`src/hw/rtl/hostmode_response_deframer_assert.svh`:
```
// Assertion macros shared by the deframer files.
// Each macro samples on the rising edge of clk and is disabled while rst_n is low.
`ifndef HOSTMODE_RESPONSE_DEFRAMER_ASSERT_SVH
`define HOSTMODE_RESPONSE_DEFRAMER_ASSERT_SVH

// The consequent must hold in the same cycle as the antecedent.
`define HRD_ASSERT_IMPL(lbl, ante, cons) \
  lbl: assert property (@(posedge clk) disable iff (!rst_n) (ante) |-> (cons)) \
    else $error("deframer assertion failed");

// The consequent must hold in the cycle after the antecedent.
`define HRD_ASSERT_NEXT(lbl, ante, cons) \
  lbl: assert property (@(posedge clk) disable iff (!rst_n) (ante) |=> (cons)) \
    else $error("deframer assertion failed");

`endif

```
`src/hw/rtl/hrd_pkg.sv`:
```
package hrd_pkg;

  localparam logic [7:0] B_SOH      = 8'h01;
  localparam logic [7:0] B_DLE      = 8'h10;
  localparam logic [7:0] B_ETB      = 8'h17;
  localparam logic [7:0] CMD_DATA   = 8'h30;
  localparam logic [7:0] CMD_STATUS = 8'h4f;
  localparam logic [7:0] CMD_ECHO   = 8'h40;
  localparam logic [7:0] CMD_ACK    = 8'h5f;
  localparam logic [7:0] IRS_RESET  = 8'd100;

  localparam logic [7:0] CH_X = 8'h58;
  localparam logic [7:0] CH_O = 8'h4f;
  localparam logic [7:0] CH_V = 8'h56;
  localparam logic [7:0] CH_P = 8'h50;
  localparam logic [7:0] CH_S = 8'h53;
  localparam logic [7:0] CH_R = 8'h52;

  localparam logic [15:0] HEAD_XX = {CH_X, CH_X};
  localparam logic [15:0] HEAD_OV = {CH_O, CH_V};
  localparam logic [15:0] HEAD_OP = {CH_O, CH_P};

  // Payload position that holds the mode character of an OP frame.
  localparam logic [2:0] MODE_POS = 3'd5;
  localparam logic [2:0] POS_MAX  = 3'd7;

  localparam logic [1:0] KIND_BYTE   = 2'd0;
  localparam logic [1:0] KIND_END    = 2'd1;
  localparam logic [1:0] KIND_NOSTART = 2'd2;
  localparam logic [1:0] KIND_ABORT  = 2'd3;

  localparam logic [1:0] OPM_NONE    = 2'd0;
  localparam logic [1:0] OPM_ISS     = 2'd1;
  localparam logic [1:0] OPM_IRS     = 2'd2;
  localparam logic [1:0] OPM_UNKNOWN = 2'd3;

  typedef enum logic [2:0] {
    PH_IDLE = 3'b001,
    PH_CMD  = 3'b010,
    PH_BODY = 3'b100
  } phase_t;

  typedef struct packed {
    logic [7:0] rx_byte;
    logic       timeout;
  } in_item_t;

  typedef struct packed {
    logic [1:0] kind;
    logic [7:0] command;
    logic [7:0] data;
    logic       data_ack;
    logic       echoed_command;
    logic       changeover_retry;
    logic [1:0] opmode;
  } result_t;

  typedef struct packed {
    logic idle;
  } status_t;

endpackage

```
`src/hw/rtl/hrd_if.sv`:
```
interface hrd_in_if;
  logic       valid;
  logic       ready;
  logic [7:0] rx_byte;
  logic       timeout;

  modport source (output valid, output rx_byte, output timeout, input ready);
  modport sink   (input valid, input rx_byte, input timeout, output ready);
endinterface

interface hrd_out_if;
  logic       valid;
  logic       ready;
  logic [1:0] kind;
  logic [7:0] command;
  logic [7:0] data;
  logic       data_ack;
  logic       echoed_command;
  logic       changeover_retry;
  logic [1:0] opmode;

  modport source (output valid, output kind, output command, output data,
                  output data_ack, output echoed_command, output changeover_retry,
                  output opmode, input ready);
  modport sink   (input valid, input kind, input command, input data,
                  input data_ack, input echoed_command, input changeover_retry,
                  input opmode, output ready);
endinterface

```
`src/hw/rtl/hrd_in_stage.sv`:
```
module hrd_in_stage (
  input  logic             clk,
  input  logic             rst_n,
  hrd_in_if.sink           in_ch,
  input  logic             adv,
  output logic             s1_valid,
  output hrd_pkg::in_item_t s1_item
);
  import hrd_pkg::*;

  logic     valid_r;
  logic     valid_nxt;
  in_item_t item_r;

  // The stage takes a beat whenever it is empty or is being drained this cycle.
  assign in_ch.ready = !valid_r || adv;
  assign valid_nxt   = in_ch.ready ? in_ch.valid : valid_r;

  always_ff @(posedge clk) begin
    if (!rst_n) begin
      valid_r <= 1'b0;
    end else begin
      valid_r <= valid_nxt;
    end
  end

  always_ff @(posedge clk) begin
    if (in_ch.valid && in_ch.ready) begin
      item_r <= '{rx_byte: in_ch.rx_byte, timeout: in_ch.timeout};
    end
  end

  assign s1_valid = valid_r;
  assign s1_item  = item_r;
endmodule

```
`src/hw/rtl/hrd_parser.sv`:
```
module hrd_parser (
  input  logic              clk,
  input  logic              rst_n,
  input  logic              cfg_we,
  input  logic [7:0]        cfg_wdata,
  input  logic              s1_valid,
  input  hrd_pkg::in_item_t s1_item,
  input  logic              adv,
  output logic              res_valid,
  output hrd_pkg::result_t  res,
  output hrd_pkg::status_t  status
);
  import hrd_pkg::*;

  phase_t      phase_r, phase_nxt;
  logic [7:0]  cmd_r, cmd_nxt;
  logic        esc_r, esc_nxt;
  logic [2:0]  pos_r, pos_nxt;
  logic [15:0] head_r, head_nxt;
  logic [7:0]  mode_r, mode_nxt;
  logic [7:0]  wait_r, wait_nxt;
  logic [7:0]  cfg_r;

  logic        take;
  logic [7:0]  rx;
  logic [7:0]  cnt_load, cnt_dec, cnt_end;
  logic        end_retry;
  logic [1:0]  end_mode;
  logic        is_status;

  assign take      = s1_valid && adv;
  assign rx        = s1_item.rx_byte;
  assign is_status = (cmd_r == CMD_STATUS);

  // Frame-end summary, computed from the frame registers.
  always_comb begin
    cnt_load  = (head_r == HEAD_OV) ? cfg_r : wait_r;
    cnt_dec   = (cnt_load != 8'd0) ? cnt_load - 8'd1 : 8'd0;
    end_retry = (cnt_dec == 8'd1);
    cnt_end   = end_retry ? 8'd0 : cnt_dec;
    end_mode  = OPM_NONE;
    if (head_r == HEAD_OP) begin
      if (mode_r == CH_S) begin
        end_mode = OPM_ISS;
      end else if (mode_r == CH_R) begin
        end_mode = OPM_IRS;
        cnt_end  = 8'd0;
      end else begin
        end_mode = OPM_UNKNOWN;
      end
    end
  end

  always_comb begin
    phase_nxt = phase_r;
    cmd_nxt   = cmd_r;
    esc_nxt   = esc_r;
    pos_nxt   = pos_r;
    head_nxt  = head_r;
    mode_nxt  = mode_r;
    wait_nxt  = wait_r;
    res_valid = 1'b0;
    res       = '0;
    if (take) begin
      if (s1_item.timeout) begin
        if (phase_r == PH_CMD || phase_r == PH_BODY) begin
          res_valid   = 1'b1;
          res.kind    = KIND_ABORT;
          res.command = (phase_r == PH_BODY) ? cmd_r : 8'h00;
          esc_nxt     = 1'b0;
          pos_nxt     = 3'd0;
          head_nxt    = 16'd0;
          mode_nxt    = 8'd0;
        end
        phase_nxt = PH_IDLE;
      end else begin
        unique case (phase_r)
          PH_CMD: begin
            cmd_nxt  = rx;
            esc_nxt  = 1'b0;
            pos_nxt  = 3'd0;
            head_nxt = 16'd0;
            mode_nxt = 8'd0;
            if (rx == B_ETB) begin
              // ETB as the command byte: an empty frame with no special command.
              res_valid   = 1'b1;
              res.kind    = KIND_END;
              res.command = rx;
              phase_nxt   = PH_IDLE;
            end else begin
              phase_nxt = PH_BODY;
            end
          end
          PH_BODY: begin
            if (!esc_r && rx == B_DLE) begin
              esc_nxt = 1'b1;
            end else if (!esc_r && rx == B_ETB) begin
              res_valid            = 1'b1;
              res.kind             = KIND_END;
              res.command          = cmd_r;
              res.data_ack         = (cmd_r == CMD_ACK) && (head_r == HEAD_XX);
              res.echoed_command   = (cmd_r == CMD_ECHO);
              res.changeover_retry = is_status && end_retry;
              res.opmode           = is_status ? end_mode : OPM_NONE;
              if (is_status) begin
                wait_nxt = cnt_end;
              end
              phase_nxt = PH_IDLE;
              esc_nxt   = 1'b0;
              pos_nxt   = 3'd0;
              head_nxt  = 16'd0;
              mode_nxt  = 8'd0;
            end else begin
              esc_nxt = 1'b0;
              if (pos_r == 3'd0) begin
                head_nxt[15:8] = rx;
              end else if (pos_r == 3'd1) begin
                head_nxt[7:0] = rx;
              end else if (pos_r == MODE_POS) begin
                mode_nxt = rx;
              end
              if (pos_r != POS_MAX) begin
                pos_nxt = pos_r + 3'd1;
              end
              if (cmd_r == CMD_DATA) begin
                res_valid   = 1'b1;
                res.kind    = KIND_BYTE;
                res.command = cmd_r;
                res.data    = rx;
              end
            end
          end
          default: begin
            if (rx == B_SOH) begin
              phase_nxt = PH_CMD;
              cmd_nxt   = 8'h00;
              esc_nxt   = 1'b0;
              pos_nxt   = 3'd0;
              head_nxt  = 16'd0;
              mode_nxt  = 8'd0;
            end else begin
              phase_nxt = PH_IDLE;
              res_valid = 1'b1;
              res.kind  = KIND_NOSTART;
              res.data  = rx;
            end
          end
        endcase
      end
    end
  end

  always_ff @(posedge clk) begin
    if (!rst_n) begin
      phase_r <= PH_IDLE;
      cmd_r   <= 8'h00;
      esc_r   <= 1'b0;
      pos_r   <= 3'd0;
      head_r  <= 16'd0;
      mode_r  <= 8'd0;
      wait_r  <= 8'd0;
      cfg_r   <= IRS_RESET;
    end else begin
      phase_r <= phase_nxt;
      cmd_r   <= cmd_nxt;
      esc_r   <= esc_nxt;
      pos_r   <= pos_nxt;
      head_r  <= head_nxt;
      mode_r  <= mode_nxt;
      wait_r  <= wait_nxt;
      if (cfg_we) begin
        cfg_r <= cfg_wdata;
      end
    end
  end

  assign status.idle = (phase_r != PH_CMD) && (phase_r != PH_BODY);
endmodule

```
`src/hw/rtl/hrd_out_stage.sv`:
```
module hrd_out_stage (
  input  logic             clk,
  input  logic             rst_n,
  input  logic             res_valid,
  input  hrd_pkg::result_t res,
  output logic             adv,
  hrd_out_if.source        out_ch
);
  import hrd_pkg::*;

  logic    valid_r;
  logic    valid_nxt;
  result_t res_r;

  // The register moves whenever it is empty or its beat is taken this cycle.
  assign adv       = !valid_r || out_ch.ready;
  assign valid_nxt = adv ? res_valid : valid_r;

  always_ff @(posedge clk) begin
    if (!rst_n) begin
      valid_r <= 1'b0;
    end else begin
      valid_r <= valid_nxt;
    end
  end

  always_ff @(posedge clk) begin
    if (adv && res_valid) begin
      res_r <= res;
    end
  end

  assign out_ch.valid            = valid_r;
  assign out_ch.kind             = res_r.kind;
  assign out_ch.command          = res_r.command;
  assign out_ch.data             = res_r.data;
  assign out_ch.data_ack         = res_r.data_ack;
  assign out_ch.echoed_command   = res_r.echoed_command;
  assign out_ch.changeover_retry = res_r.changeover_retry;
  assign out_ch.opmode           = res_r.opmode;
endmodule

```
`src/hw/rtl/hostmode_response_deframer.sv`:
```
// Host-mode response deframer. Feed it the modem's receive bytes, one beat per
// byte, or a beat with timeout set when the receive timer runs out. It finds
// SOH-command-payload-ETB frames, removes DLE escapes, passes the payload bytes
// of data frames (command 0x30) out as single beats, and gives one summary beat
// at every frame end: data acknowledge, echoed command, the opmode reported by
// an OP status frame, and a changeover resend request once the countdown armed
// by an OV reply has run down. A stray byte outside a frame gives a missing
// start beat; a timeout inside a frame drops the frame and gives an abort beat.
// The block takes one beat every clock cycle while the consumer takes its
// results. Each beat passes an input register and then a result register,
// and its result is presented from the result register; one parser state
// update per cycle sets that rate.
// cfg_wdata written with cfg_we sets the countdown length (reset value 100)
// and must only be written while no beat is in flight.
`include "hostmode_response_deframer_assert.svh"

module hostmode_response_deframer (
  input  logic       clk,
  input  logic       rst_n,
  hrd_in_if.sink     in_ch,
  hrd_out_if.source  out_ch,
  input  logic       cfg_we,
  input  logic [7:0] cfg_wdata
);
  import hrd_pkg::*;

  logic     s1_valid;
  in_item_t s1_item;
  logic     adv;
  logic     res_valid;
  result_t  res;
  status_t  status;
  logic     out_not_end;
  logic     out_nostart;
  logic     end_flags_clear;

  // Input register: holds the accepted beat until the parser can use it.
  hrd_in_stage u_in (
    .clk      (clk),
    .rst_n    (rst_n),
    .in_ch    (in_ch),
    .adv      (adv),
    .s1_valid (s1_valid),
    .s1_item  (s1_item)
  );

  // Parser: frame state, escape handling and the frame-end summary.
  hrd_parser u_parse (
    .clk       (clk),
    .rst_n     (rst_n),
    .cfg_we    (cfg_we),
    .cfg_wdata (cfg_wdata),
    .s1_valid  (s1_valid),
    .s1_item   (s1_item),
    .adv       (adv),
    .res_valid (res_valid),
    .res       (res),
    .status    (status)
  );

  // Result register: parts the parser from a stalled consumer.
  hrd_out_stage u_out (
    .clk       (clk),
    .rst_n     (rst_n),
    .res_valid (res_valid),
    .res       (res),
    .adv       (adv),
    .out_ch    (out_ch)
  );

  assign out_not_end     = out_ch.valid && (out_ch.kind != KIND_END);
  assign out_nostart     = out_ch.valid && (out_ch.kind == KIND_NOSTART);
  assign end_flags_clear = !out_ch.data_ack && !out_ch.echoed_command &&
                           !out_ch.changeover_retry && (out_ch.opmode == OPM_NONE);

  // Frame-end flags only ever appear on frame-end beats.
  `HRD_ASSERT_IMPL(a_flags_only_at_end, out_not_end, end_flags_clear)
  // A missing start byte never carries a command.
  `HRD_ASSERT_IMPL(a_nostart_no_cmd, out_nostart, out_ch.command == 8'h00)
  // A full input register that cannot drain must stall the input side.
  `HRD_ASSERT_IMPL(a_in_stall, s1_valid && !adv, !in_ch.ready)
  // A consumed timeout always leaves the parser waiting for a start byte.
  `HRD_ASSERT_NEXT(a_timeout_idle, s1_valid && adv && s1_item.timeout, status.idle)
endmodule

```
`src/flat_wrapper.sv`:
```
// flat-port wrapper written by rule: the top's interface ports become plain ports
module hostmode_response_deframer_flat import hrd_pkg::*;
  (clk, rst_n, cfg_we, cfg_wdata, in_ch_valid, in_ch_rx_byte, in_ch_timeout, in_ch_ready, out_ch_valid, out_ch_kind, out_ch_command, out_ch_data, out_ch_data_ack, out_ch_echoed_command, out_ch_changeover_retry, out_ch_opmode, out_ch_ready);
  hrd_in_if in_ch_i ();
  hrd_out_if out_ch_i ();
  input  logic clk;
  input  logic rst_n;
  input  logic cfg_we;
  input  logic [7:0] cfg_wdata;
  input wire logic [$bits(in_ch_i.valid)-1:0] in_ch_valid;
  input wire logic [$bits(in_ch_i.rx_byte)-1:0] in_ch_rx_byte;
  input wire logic [$bits(in_ch_i.timeout)-1:0] in_ch_timeout;
  output wire logic [$bits(in_ch_i.ready)-1:0] in_ch_ready;
  output wire logic [$bits(out_ch_i.valid)-1:0] out_ch_valid;
  output wire logic [$bits(out_ch_i.kind)-1:0] out_ch_kind;
  output wire logic [$bits(out_ch_i.command)-1:0] out_ch_command;
  output wire logic [$bits(out_ch_i.data)-1:0] out_ch_data;
  output wire logic [$bits(out_ch_i.data_ack)-1:0] out_ch_data_ack;
  output wire logic [$bits(out_ch_i.echoed_command)-1:0] out_ch_echoed_command;
  output wire logic [$bits(out_ch_i.changeover_retry)-1:0] out_ch_changeover_retry;
  output wire logic [$bits(out_ch_i.opmode)-1:0] out_ch_opmode;
  input wire logic [$bits(out_ch_i.ready)-1:0] out_ch_ready;
  assign in_ch_i.valid = in_ch_valid;
  assign in_ch_i.rx_byte = in_ch_rx_byte;
  assign in_ch_i.timeout = in_ch_timeout;
  assign in_ch_ready = in_ch_i.ready;
  assign out_ch_valid = out_ch_i.valid;
  assign out_ch_kind = out_ch_i.kind;
  assign out_ch_command = out_ch_i.command;
  assign out_ch_data = out_ch_i.data;
  assign out_ch_data_ack = out_ch_i.data_ack;
  assign out_ch_echoed_command = out_ch_i.echoed_command;
  assign out_ch_changeover_retry = out_ch_i.changeover_retry;
  assign out_ch_opmode = out_ch_i.opmode;
  assign out_ch_i.ready = out_ch_ready;
  hostmode_response_deframer u_core (.clk(clk), .rst_n(rst_n), .in_ch(in_ch_i), .out_ch(out_ch_i), .cfg_we(cfg_we), .cfg_wdata(cfg_wdata));
endmodule
```
`config.mk`:
```
export PLATFORM = sky130hd
export DESIGN_NAME = hostmode_response_deframer_flat
export DESIGN_NICKNAME = d
export VERILOG_FILES = /design/src/hw/rtl/hrd_pkg.sv /design/src/hw/rtl/hrd_if.sv /design/src/hw/rtl/hrd_in_stage.sv /design/src/hw/rtl/hrd_parser.sv /design/src/hw/rtl/hrd_out_stage.sv /design/src/hw/rtl/hostmode_response_deframer.sv /design/src/flat_wrapper.sv
export VERILOG_INCLUDE_DIRS = /design/src /design/src/hw/rtl
export SDC_FILE = /design/constraint.sdc
export NUM_CORES = 1
export LEC_CHECK = 0
export BUFFER_PORTS_ARGS = -buffer_cell sky130_fd_sc_hd__buf_2
export CAP_MARGIN = 5
export CORE_AREA = 8 8 108 184
export CTS_CLUSTER_DIAMETER = 80
export DETAILED_ROUTE_END_ITERATION = 10
export DIE_AREA = 0 0 116 192
export HOLD_SLACK_MARGIN = 0.02
export SLEW_MARGIN = 10
export SYNTH_ARGS = -nofsm -noshare
export SYNTH_HDL_FRONTEND = slang
export SYNTH_SLANG_ARGS = --single-unit
export TNS_END_PERCENT = 100
```
`constraint.sdc`:
```
create_clock -name clk -period 5.6 [get_ports clk]
set_input_delay 0.28 -clock clk [delete_from_list [all_inputs] [get_ports clk]]
set_output_delay 0.28 -clock clk [all_outputs]
set_load 0.005 [all_outputs]
```
==> metrics.md, run 1 <==
| Metric | Value |
|---|---|
| Area growth from synthesis to final layout | 17.6% |
| Post-route ant nets | 0 |
| Period utilisation layout | 55.4% |
| Status | finished, final reports clean |
| Critical path arrival | 3.31 ns |
| Clock Skews | 0.00638 ns |
| CTS H-tree lvls | 3 |
| Chip Width | 116 um |
| Core Footprint | 17300 um^2 |
| Clock Tree Root | clkbuf_16 |
| RSZ-0062 raised after global routing | no |
| Clock transition at path regs | 0.07 ns |
| Post-DR wirelength/cell | 15.1 um |
| Share of the synthesized area in the top cell type | 26.9% |
| Syn_area_per_cell | 10.2 um^2 |
| I/O pins | 47 |
| Setup bufs post-CTS | 0 |
| Worst Hold Class | in -> reg |
| Worst slew margin | 42.1% |
| Die height | 192 um |
| Max Cap Viol | 0 |
| Drt pass-1 iters | 4 |
| FMAX | 0.323 GHz |
| Layout cells sized above 1 | 16.3% |
| DR iter-0 viols | 174 |
| Synth area leaders | dfxtp_1 (27%), edfxtp_1 (23%), mux2i_1 (9.0%) |
| Clock buffer depth | 2 |
| Critical path cell sequence | nand3_1, or4_1, nor2_4, mux2i_1, ha_1, nor4b_1, nand3_1, and4bb_1, a22oi_1, a311oi_1 |
| Area leader, netlist | dfxtp_1 |
| Total Wirelength | 10500 um |
| Max Slew Vio Count | 0 |
| Yosys warnings | 0 |
| Via/cell ratio | 4.66 |
| Nets | 489 |
| Number of enable flip-flop cells after synthesis | 32 |
| Post-Syn Area | 4240 um^2 |
| Crit path max-delay family | simple AND/OR/NAND/NOR gates |
| Synth Flop Type | dfxtp_1 |
| Crit path time final | 3.10 ns |
| Clock sink count | 89 |
| Seq/Total Area, Yosys | 49.6% |
| TNS Setup | 0 ns |
| # diodes | 0 |
| Pwr/cell area | 261 nW/um^2 |
| Leak pwr | 1.80 nW |
| Synthesized Nets | 445 |
| Worst VDD drop | 0.133 mV |
| Crit path kind | reg -> reg |
| Commonest non-fill, non-tap cells in the layout | nor2_1 (67), dfxtp_1 (57), buf_2 (46) |
| Placer Congestion | 0.871 |
| Vias | 3248 |
| First-pass GRT wire length | 17100 um |
| Flop and latch count out of synthesis | 89 |
| Slowest stage delay, CP | 0.61 ns |
| DRC | 0 |
| CTS Buf Count | 9 |
| Die ar. | 22300 um^2 |
| Total grt overflow | 0 |
| Num rows | 64 |
| Hold buffer count at CTS | 0 |
| CTS tree | yes |
| CP Buf/Inv Count | 0 |
| Worst Setup End Kind | flop |
| CP max stage cell | or4_1 |
| Total GRT Usage | 9.87% |
| Yosys cell types | 60 |
| CP max FO | 8 |
| Worst-margin pin slew | 0.861 ns |
| Initial antenna violation count | 0 |
| Commonest non-fill, non-tap cell in the layout | nor2_1 |
| DP Wirelength | 8170 um |
| Data required, critical path | 5.81 ns |
| Starting Density | 24.5% |
| Pre-CTS setup slack | 2.54 ns |
| Setup Viol. Count Final | 0 |
| Port bufs | 46 |
| Skew-Pair Late Insertion Delay | 0.34 ns |
| Final hold vios | 0 |
| Post-CTS resize count | 0 |
| Setup crit start kind | flop |
| Vias in the first global route | 3361 |
| Gate Count Post-Synth | 417 |
| Pin count of the biggest net entering global routing | 46 |
| Final WS setup | 2.50 ns |
| CP dominant cell by count | nand3_1 |
| Post-synth ARST share | 0% |
-- state kept, by name, indices dropped and copies added, names as in the netlist, 2 cells and up --
signal and flops:
u_core.u_in.s1_item 9, u_core.u_out.out_ch.command 8, u_core.u_out.out_ch.data 8, u_core.u_out.out_ch.kind 2, u_core.u_out.out_ch.opmode 2, u_core.u_parse.cfg_r 8, u_core.u_parse.cmd_r 8, u_core.u_parse.head_r 16
u_core.u_parse.mode_r 8, u_core.u_parse.phase_r 3, u_core.u_parse.pos_r 3, u_core.u_parse.wait_r 8
-- layer usage --
metal,vias to the layer above,GRT usage (%),share of wire (%)
li1,1611,-,-
met2,64,19.1,57
met1,1554,9.41,36
met4,0,6.02,3.6
met5,-,0,0
met3,19,1.35,3.5
-- layout make-up --
cell class	count	area, um^2
Clock inverter	6	42.5
Sequential cell	89	2100
Multi-Input combinational cell	307	2050
Clock buffer	10	229
Fill cell	1842	12300
Timing Repair Buffer	48	245
Inverter	6	22.5
Tap cell	231	289
-- kinds of logic after synthesis --
group                    share of synthesized area [%]
AO/OA/AOI/OAI                                     10.5
AND/OR/NAND/NOR                                   25.9
XOR/XNOR                                          1.24
buffers and inverters                             2.07
multiplexers                                      8.97
adder cells (fa/ha/maj)                           1.77
flip-flops                                        49.6
-- cells in the mapped netlist, drive strengths merged (4+ instances only) --
| master | number |
|---|---|
| clkbuf | 12 |
| nor4 | 8 |
| and2 | 18 |
| nand3 | 9 |
| or3b | 4 |
| a21oi | 22 |
| nor2 | 68 |
| and3 | 6 |
| o21ai | 6 |
| nand2 | 28 |
| o211ai | 5 |
| mux2i | 38 |
| nand2b | 4 |
| dfxtp | 57 |
| nor2b | 5 |
| nor3b | 4 |
| edfxtp | 32 |
| nor3 | 6 |
| nor4b | 5 |
| xnor2 | 5 |
| inv | 5 |
| a22oi | 16 |
| nand4 | 6 |
| ha | 6 |
-- worst paths after layout --
check | endpoint | from | slack, ns | cells past startpoint
setup / recovery | u_core.u_parse.wait_r[0]$_SDFFE_PN0P_ | u_core.u_parse.head_r[9]$_SDFFE_PN0P_ | 2.50 | 10
hold / removal | u_core.u_in.s1_item[5]$_DFFE_PP_ | in_ch_rx_byte[4] | 0.11 | 1
setup reg to reg | u_core.u_parse.wait_r[0]$_SDFFE_PN0P_ | u_core.u_parse.head_r[9]$_SDFFE_PN0P_ | 2.50 | 10
hold reg to reg | u_core.u_parse.head_r[5]$_SDFFE_PN0P_ | u_core.u_parse.head_r[5]$_SDFFE_PN0P_ | 0.50 | 2
-- worst register-to-register path, delay by kind of cell (launching register included) --
kind | cells | cell delay, ns
adder cells (fa/ha/maj) | 1 | 0.27
AND/OR/NAND/NOR | 6 | 1.74
multiplexers | 1 | 0.34
AO/OA/AOI/OAI | 2 | 0.24
flip-flops | 1 | 0.37
-- through the flow --
| stage | instances | power (mW) | cell area [um^2] | hold WS, ns | utilization, % |
|---|---|---|---|---|---|
| finish | 697 | 1.30 | 4980 | 0.110 | 28.8 |
| floorplan | 417 | 0.731 | 4240 | 0.342 | - |
| detailed placement | 681 | 0.756 | 4710 | 0.464 | 27.2 |
| global placement | 681 | 0.755 | 4710 | 0.461 | 27.2 |
| global route | 697 | 1.34 | 4980 | 0.104 | 28.8 |
| CTS | 697 | 1.31 | 4980 | 0.104 | 28.8 |
-- power by group --
part / leakage (nW) / internal, mW / switching, mW
clock network: 0.130 / 0.302 / 0.258
logic: 0.887 / 0.0185 / 0.0271
registers: 0.787 / 0.680 / 0.0152
total: 1.80 / 1.00 / 0.300
Note: power is estimated with default switching activity, not from simulation.
==> inputs of run 2 (changes only) <==
==> constraint.sdc (replaced) <==
create_clock -name clk -period 2.8 [get_ports clk]
set_input_delay 0.14 -clock clk [delete_from_list [all_inputs] [get_ports clk]]
set_output_delay 0.14 -clock clk [all_outputs]
set_load 0.005 [all_outputs]
==> run 2 against run 1 <==
Compared with the run above: clock skew grew 0.00071 ns; cell area grew 7.7%; core utilization grew 2.2 points; sequential power grew 100%; worst hold slack lost 0.073 ns.
==> metrics.md, run 2 (synthesized netlist as in run 1, its figures left out) <==
| Metric | Value |
|---|---|
| Status | finished, final reports clean |
| Port bufs | 46 (unchanged) |
| Worst Hold Slack | 0.0369 ns (-0.0732 ns) |
| # diodes | 0 (unchanged) |
| Setup crit start kind | flop |
| Skew-Pair Late Insertion Delay | 0.34 ns (about the same) |
| Area growth from synthesis to final layout | 26.7% |
| Nets | 517 (+5.7%) |
| Clock buffer depth | 2 (unchanged) |
| Leak pwr | 1.97 nW (+9.1%) |
| Drt pass-1 iters | 4 (unchanged) |
| Hold Crit Endpoint | u_core.u_parse.cfg_r[0]$_SDFFE_PN0P_ |
| Crit path time final | 2.70 ns (-0.405 ns) |
| Pin count of the biggest net entering global routing | 44 (-4.3%) |
| Worst VDD drop | 0.278 mV (+110%) |
| Worst-margin pin slew | 0.855 ns (-0.00647 ns) |
| Critical path arrival | 2.91 ns (-0.40 ns) |
| Worst r2r path cells | 10 (unchanged) |
| Die height | 192 um (unchanged) |
| Clock Tree Root | clkbuf_16 |
| FF-to-FF setup slack | 0.10 ns (-2.40 ns) |
| Commonest non-fill, non-tap cells in the layout | nor2_1 (66), dfxtp_1 (55), buf_2 (46) |
| Core Footprint | 17300 um^2 (unchanged) |
| Number of fill cells | 1799 (-2.3%) |
| Commonest non-fill, non-tap cell in the layout | nor2_1 |
| Crit path kind | reg -> reg |
| Final Total Pwr | 2.79 mW (+110%) |
| Period utilisation layout | 96.3% (+41 points) |
| Starting Density | 24.5% (unchanged) |
| Layout cells sized above 1 | 21.9% (+5.6 points) |
| Setup Viol. Count Final | 0 (unchanged) |
| Post-DR wirelength/cell | 15.5 um (+2.5%) |
| Clock transition at path regs | 0.07 ns (about the same) |
| DR iter-0 viols | 185 (+6.3%) |
| HP Start | cfg_wdata[0] |
| Chip Width | 116 um (unchanged) |
| First-pass GRT wire length | 18000 um (+5.0%) |
| Pre-CTS setup slack | -0.172 ns (-2.71 ns) |
| Total GRT Usage | 10.4% (+0.56 points) |
| Total Wirelength | 11200 um (+6.6%) |
| Pwr/cell area | 520 nW/um^2 (+99%) |
| TNS Setup | 0 ns (unchanged) |
| Max Cap Viol | 0 (unchanged) |
| Worst Hold Class | in -> reg |
| Worst Setup End Kind | flop |
| Via/cell ratio | 4.75 (+2.0%) |
| Largest reg by FF count | u_core.u_parse.head_r |
| Clock sink count | 89 (unchanged) |
| Num rows | 64 (unchanged) |
| Initial antenna violation count | 0 (unchanged) |
| Vias in the first global route | 3485 (+3.7%) |
| I/O pins | 47 (unchanged) |
| CP max FO | 5 (-3) |
| Final hold vios | 0 (unchanged) |
| Total grt overflow | 0 (unchanged) |
| Die ar. | 22300 um^2 (unchanged) |
| CTS Buf Count | 9 (unchanged) |
| Clock Skews | 0.00709 ns (+0.000709 ns) |
| CTS tree | yes |
| Reg-to-Reg End | u_core.u_out.out_ch.changeover_retry$_SDFFCE_PP0P_ |
| DP Wirelength | 8440 um (+3.3%) |
| Hold path cells | 3 (+2) |
| Vias | 3447 (+6.1%) |
| Max Slew Vio Count | 0 (unchanged) |
| DRC | 0 (unchanged) |
| Data required, critical path | 3.02 ns (-2.79 ns) |
| Reg2Reg Launch Point | u_core.u_parse.head_r[8]$_SDFFE_PN0P_ |
| Final WS setup | 0.104 ns (-2.40 ns) |
| CTS H-tree lvls | 3 (unchanged) |
| Placer Congestion | 0.858 (-1.5%) |
| Worst slew margin | 42.6% (+0.43 points) |
| Max reg flops | 16 (unchanged) |
| FMAX | 0.371 GHz (+15%) |
| Post-route ant nets | 0 (unchanged) |
## run 2: metal layers
metal / vias up / GRT usage, % / wire length (um)
met3: 33 / 1.32 / 342
met4: 0 / 6.92 / 473
li1: 1674 / - / -
met1: 1668 / 9.23 / 3980
met2: 72 / 20.8 / 6420
met5: - / 0 / 0
## run 2: repair_timing
| item | in CTS | in global routing |
|---|---|---|
| endpoints found under the setup margin | 8 | 8 |
| buffers inserted | 1 | 2 |
| gates resized for setup | 7 | 15 |
| endpoints found under the hold margin | 12 | 0 |
| hold buffers | 12 | 0 |
| pin swaps | 1 | 5 |
## run 2: cell type report
type	count	area [um^2]	share of cell area, %
Clock buffer	10	229	4.26
Inverter	6	22.5	0.419
Clock inverter	6	91.3	1.70
Tap cell	231	289	5.38
Multi-Input combinational cell	307	2150	40.0
Timing Repair Buffer	76	485	9.04
Sequential cell	89	2100	39.2
## run 2: worst max path at each step
stage,from,endpoint,slack [ns],cells after the start
final,u_core.u_parse.head_r[8]$_SDFFE_PN0P_,u_core.u_out.out_ch.changeover_retry$_SDFFCE_PP0P_,0.10,10
after global routing,u_core.u_parse.head_r[8]$_SDFFE_PN0P_,u_core.u_out.out_ch.changeover_retry$_SDFFCE_PP0P_,-0.001,10
after CTS,u_core.u_parse.head_r[9]$_SDFFE_PN0P_,u_core.u_out.out_ch.changeover_retry$_SDFFCE_PP0P_,0.03,10
after detailed placement,u_core.u_parse.head_r[9]$_SDFFE_PN0P_,u_core.u_parse.wait_r[0]$_SDFFE_PN0P_,-0.17,10
after global placement,u_core.u_parse.head_r[9]$_SDFFE_PN0P_,u_core.u_parse.wait_r[0]$_SDFFE_PN0P_,-0.09,10
after floorplan,u_core.u_parse.head_r[9]$_SDFFE_PN0P_,u_core.u_parse.wait_r[0]$_SDFFE_PN0P_,0.06,12
## run 2: metrics by stage
step / util [%] / instance area (um^2) / instances
after floorplan: - / 4240 / 417
after global placement: 27.8 / 4810 / 694
after detailed placement: 27.8 / 4810 / 694
after CTS: 30.6 / 5290 / 723
after global routing: 31.0 / 5370 / 725
final: 31.0 / 5370 / 725
## run 2: critical path, cell delays in order (launching register included)
cell and delay (ns):
dfxtp_1 0.35, nand3_1 0.11, or4_4 0.52, nor2_4 0.19, mux2i_2 0.32, buf_4 0.18, ha_4 0.15, o211ai_1 0.11
a22o_1 0.27, a21oi_2 0.17, and4bb_1 0.19
## run 2: power by group
| part | internal (mW) | switching (mW) |
|---|---|---|
| clock network | 0.785 | 0.506 |
| logic | 0.0502 | 0.0600 |
| registers | 1.36 | 0.0301 |
| total | 2.19 | 0.596 |
